$ cat config.mk
export PLATFORM = sky130hd
export DESIGN_NAME = aasit_ram
export DESIGN_NICKNAME = d
export VERILOG_FILES = /design/src/hdl/aasit_ram.sv
export SDC_FILE = /design/constraint.sdc
export NUM_CORES = 2
export LEC_CHECK = 0
export CAP_MARGIN = 40
export CORE_ASPECT_RATIO = 1.2
export CORE_MARGIN = 5
export CORE_UTILIZATION = 60
export CTS_BUF_LIST = sky130_fd_sc_hd__clkbuf_16
export CTS_CLUSTER_SIZE = 14
export DETAILED_ROUTE_END_ITERATION = 8
export DONT_BUFFER_PORTS = 1
export PLACE_DENSITY_LB_ADDON = 0.1
export SETUP_SLACK_MARGIN = 0.3
export SLEW_MARGIN = 20
export SYNTH_ARGS = -nofsm -noshare
export SYNTH_HDL_FRONTEND = slang
export SYNTH_SLANG_ARGS = --single-unit
$ cat constraint.sdc
create_clock -name i_clk -period 4.37 [get_ports i_clk]
set_clock_uncertainty 0.15 [all_clocks]
set_input_delay 0.874 -clock i_clk [delete_from_list [all_inputs] [get_ports i_clk]]
set_output_delay 0.874 -clock i_clk [all_outputs]
set_load 0.005 [all_outputs]
$ cat src/hdl/aasit_ram.sv
`default_nettype none

module aasit_ram #(
    parameter int WIDTH = 8,
    parameter int DEPTH = 256
) (
    input  wire logic                     i_clk,
    input  wire logic                     i_we,
    input  wire logic [$clog2(DEPTH)-1:0] i_waddr,
    input  wire logic [WIDTH-1:0]         i_wdata,
    input  wire logic [$clog2(DEPTH)-1:0] i_raddr,
    output      logic [WIDTH-1:0]         o_rdata
);

    logic [WIDTH-1:0] r_mem [DEPTH];

    always_ff @(posedge i_clk) begin
        if (i_we) begin
            r_mem[i_waddr] <= i_wdata;
        end
        o_rdata <= r_mem[i_raddr];
    end

endmodule

`default_nettype wire

==> metrics.md <==
| Metric | Value |
|---|---|
| Final Cell Area | 0.0884 mm² |
| Crit-path max FO | 95 |
| Distinct cells, synth | 55 |
| CTS clk-pin slew, worst paths | 0.06 ns |
| Die area | 0.140 mm² |
| Static Leak | 27.6 nW |
| Sequential Power Share | 0.554 |
| Initial antenna violation count | 5 |
| Maxcap violations | 0 |
| Flop2flop setup slack | 1.52 ns |
| Total number of vias | 39,200 |
| Number of synthesized flops with an enable pin | 2,048 |
| CTS tree | done |
| GRT Overall Usage | 0.271 |
| Clk root buf | clkbuf_16 |
| Num ports | 34 |
| Post-Syn Area per Cell | 21.3 µm² |
| Switch share | 0.199 |
| Rel. slew slack | 0.256 |
| Starting Density | 0.603 |
| Grt ovf | 0 |
| Synth Flop Type | edfxtp_1 |
| CP Launch Type | primary input |
| Area of the mapped netlist | 0.0796 mm² |
| Overall Power | 39.4 mW |
| Layout area overhead | 11.1% |
| Core Area | 0.132 mm² |
| Die Ht | 409 µm |
| CP Capture Type | flip-flop |
| Post-synth top area share | 0.773 |
| Via-per-instance ratio | 6.72 |
| Clock sink count | 2,056 |
| Final Setup Violations | 0 |
| WS Path Type | in2reg |
| Fraction of registers with async set/reset | 0 |
| ANT nets after route | 0 |
| Achievable frequency | 248 MHz |
| Clk pwr share | 0.408 |
| Worst setup margin | 0.330 ns |
| Share of layout cells above drive strength 1 | 0.233 |
| Max Slew Vio Count | 0 |
| Period utilization | 0.924 |
| Routed wire length | 193,000 µm |
| Nets@finish | 3,933 |
| Postcts setup bufs | 0 |
| WL/cell | 33.0 µm |
| Maximum vdd drop | 0.000358 V |
| Cell count after synthesis | 3,733 |
| DR iter-0 viols | 4,917 |
| I/O Buffers | 0 |
| Pre-CTS WS | 0.715 ns |
| Top cells by count, synth | edfxtp_1 (2,048), mux4_2 (454), nor2_1 (282) |
| DRC Markers | 0 |
| Worst-margin pin slew | 1.12 ns |
| YS warnings | 0 |
| RSZ-0062 raised after global routing | false |
| Drt first pass iters | 8 |
| Setup TNS | 0 ns |
| Count leader, synth | edfxtp_1 |
| Register area share after synthesis | 0.775 |
| Die Width | 342 µm |
| Status | finished, final reports clean |
| P per Cell Area | 445 mW/mm² |
| Largest net degree at the start of global routing | 579 |
| Filler Cell Count | 8,382 |
| Total internal power | 31.5 mW |
| Combinational Power Share | 0.038 |
| HPWL Detailed | 108,000 µm |
| Crit path arrival time | 4.57 ns |
| Tightest Hold Check Type | in2reg |
| Minimum clock period | 4.04 ns |
| Total CTS buffers | 190 |
| FF+latch count, synth | 2,056 |
| Final hold violation count | 0 |
| Required @ worst endpoint | 4.90 ns |
| First-pass GRT wire length | 274,000 µm |
| Std cell rows | 146 |
| Cell taking the most area after synthesis | edfxtp_1 |
| Gpl congestion | 0.847 |
| H-tree depth | 4 |
| Vias in the first global route | 39,600 |
| Total nets after synthesis | 3,759 |
| Post-DP Area | 0.0817 mm² |
| Largest cells by area after synthesis | edfxtp_1 (77%), mux4_2 (13%), mux2i_1 (1.7%) |
| Bufs on Longest Clock Path | 3 |
| Clk_lat worst skew | 0.81 ns |
| Switching power | 7.82 mW |
-- critical path, stage by stage --
cell and delay [ns]:
buf_16 0.42, buf_16 0.43, buf_16 0.38, nand3b_1 0.42
buf_4 0.23, o22ai_1 0.09, o21ai_0 0.31, nand3_1 0.15
nor4_1 0.44, clkdlybuf4s15_2 0.32, buf_4 0.13, nor4_2 0.03
-- metrics by stage --
stage | hold WS (ns) | utilization | cells
6_report | 0.0577 | 0.670 | 5840
4_1_cts | 0.00505 | 0.665 | 5792
3_3_place_gp | 0.856 | 0.616 | 5393
3_5_place_dp | 0.853 | 0.619 | 5443
2_1_floorplan | 0.620 | - | 3733
5_1_grt | 0.0108 | 0.670 | 5839
-- kinds of logic (layout without fill, tap and decap cells) --
family / after synthesis / after routing / share of synthesized area
simple gates: 466 / 466 / 0.0263
mux: 591 / 591 / 0.146
buf+inv: 235 / 565 / 0.0183
flops: 2056 / 2056 / 0.775
other cells: 0 / 1 / 0
compound gates: 385 / 385 / 0.0342
-- registers in the layout (all words and copies together), names as in the netlist --
register / count
o_rdata: 8
r_mem: 2048
-- layout make-up --
class,count,area [µm²],share of cell area
inverters,2,7.51,0.0000849
clock inverters,150,1100,0.0125
repair buffers,215,1920,0.0218
flip-flops and latches,2056,61700,0.698
diodes,1,2.50,0.0000283
multi-input cells,1442,16500,0.187
clock buffers,198,4950,0.0561
well taps,1776,2220,0.0251
-- power by group through the flow --
stage | clock (mW) | sequential, mW | combinational, mW
3_5_place_dp | 0 | 22.2 | 1.18
5_1_grt | 17.1 | 21.8 | 1.58
4_1_cts | 16.3 | 21.8 | 1.19
3_3_place_gp | 0 | 22.2 | 1.17
6_report | 16.1 | 21.8 | 1.51
2_1_floorplan | 0 | 22.2 | 1.06
-- final timing paths --
check / start / to / depth (start not counted)
max: i_raddr[1] / o_rdata[0] / 12
min: i_wdata[4] / r_mem[66][4] / 0
max reg2reg: r_mem[82][6] / o_rdata[6] / 6
min reg2reg: r_mem[33][5] / o_rdata[5] / 7
-- cells in the final DEF (no fill, tap or decap), types with 46 or more instances in the layout --
| cell type | Yosys | layout |
|---|---|---|
| mux4_2 | 454 | 454 |
| clkbuf_16 | 0 | 204 |
| o221ai_1 | 46 | 46 |
| mux2i_1 | 134 | 134 |
| clkinv_1 | 1 | 46 |
| a21oi_1 | 96 | 96 |
| nor2_1 | 282 | 279 |
| inv_1 | 1 | 48 |
| buf_4 | 27 | 186 |
| edfxtp_1 | 2048 | 2048 |
| a22oi_1 | 133 | 133 |
-- repair_timing --
action	in CTS	in global routing
resized for setup	0	1
setup endpoints to repair	0	8
hold buffers	1	1
endpoints found under the hold margin	3	5
-- per-layer routing --
layer / global-route usage / vias to the layer above / part of all wire
li1: - / 16000 / -
met1: 0.373 / 20700 / 0.38
met2: 0.443 / 2061 / 0.50
met3: 0.0504 / 379 / 0.084
met4: 0.0997 / 4 / 0.040
met5: 0 / - / 0.00016
No activity file was read; power rests on OpenSTA's default activity.
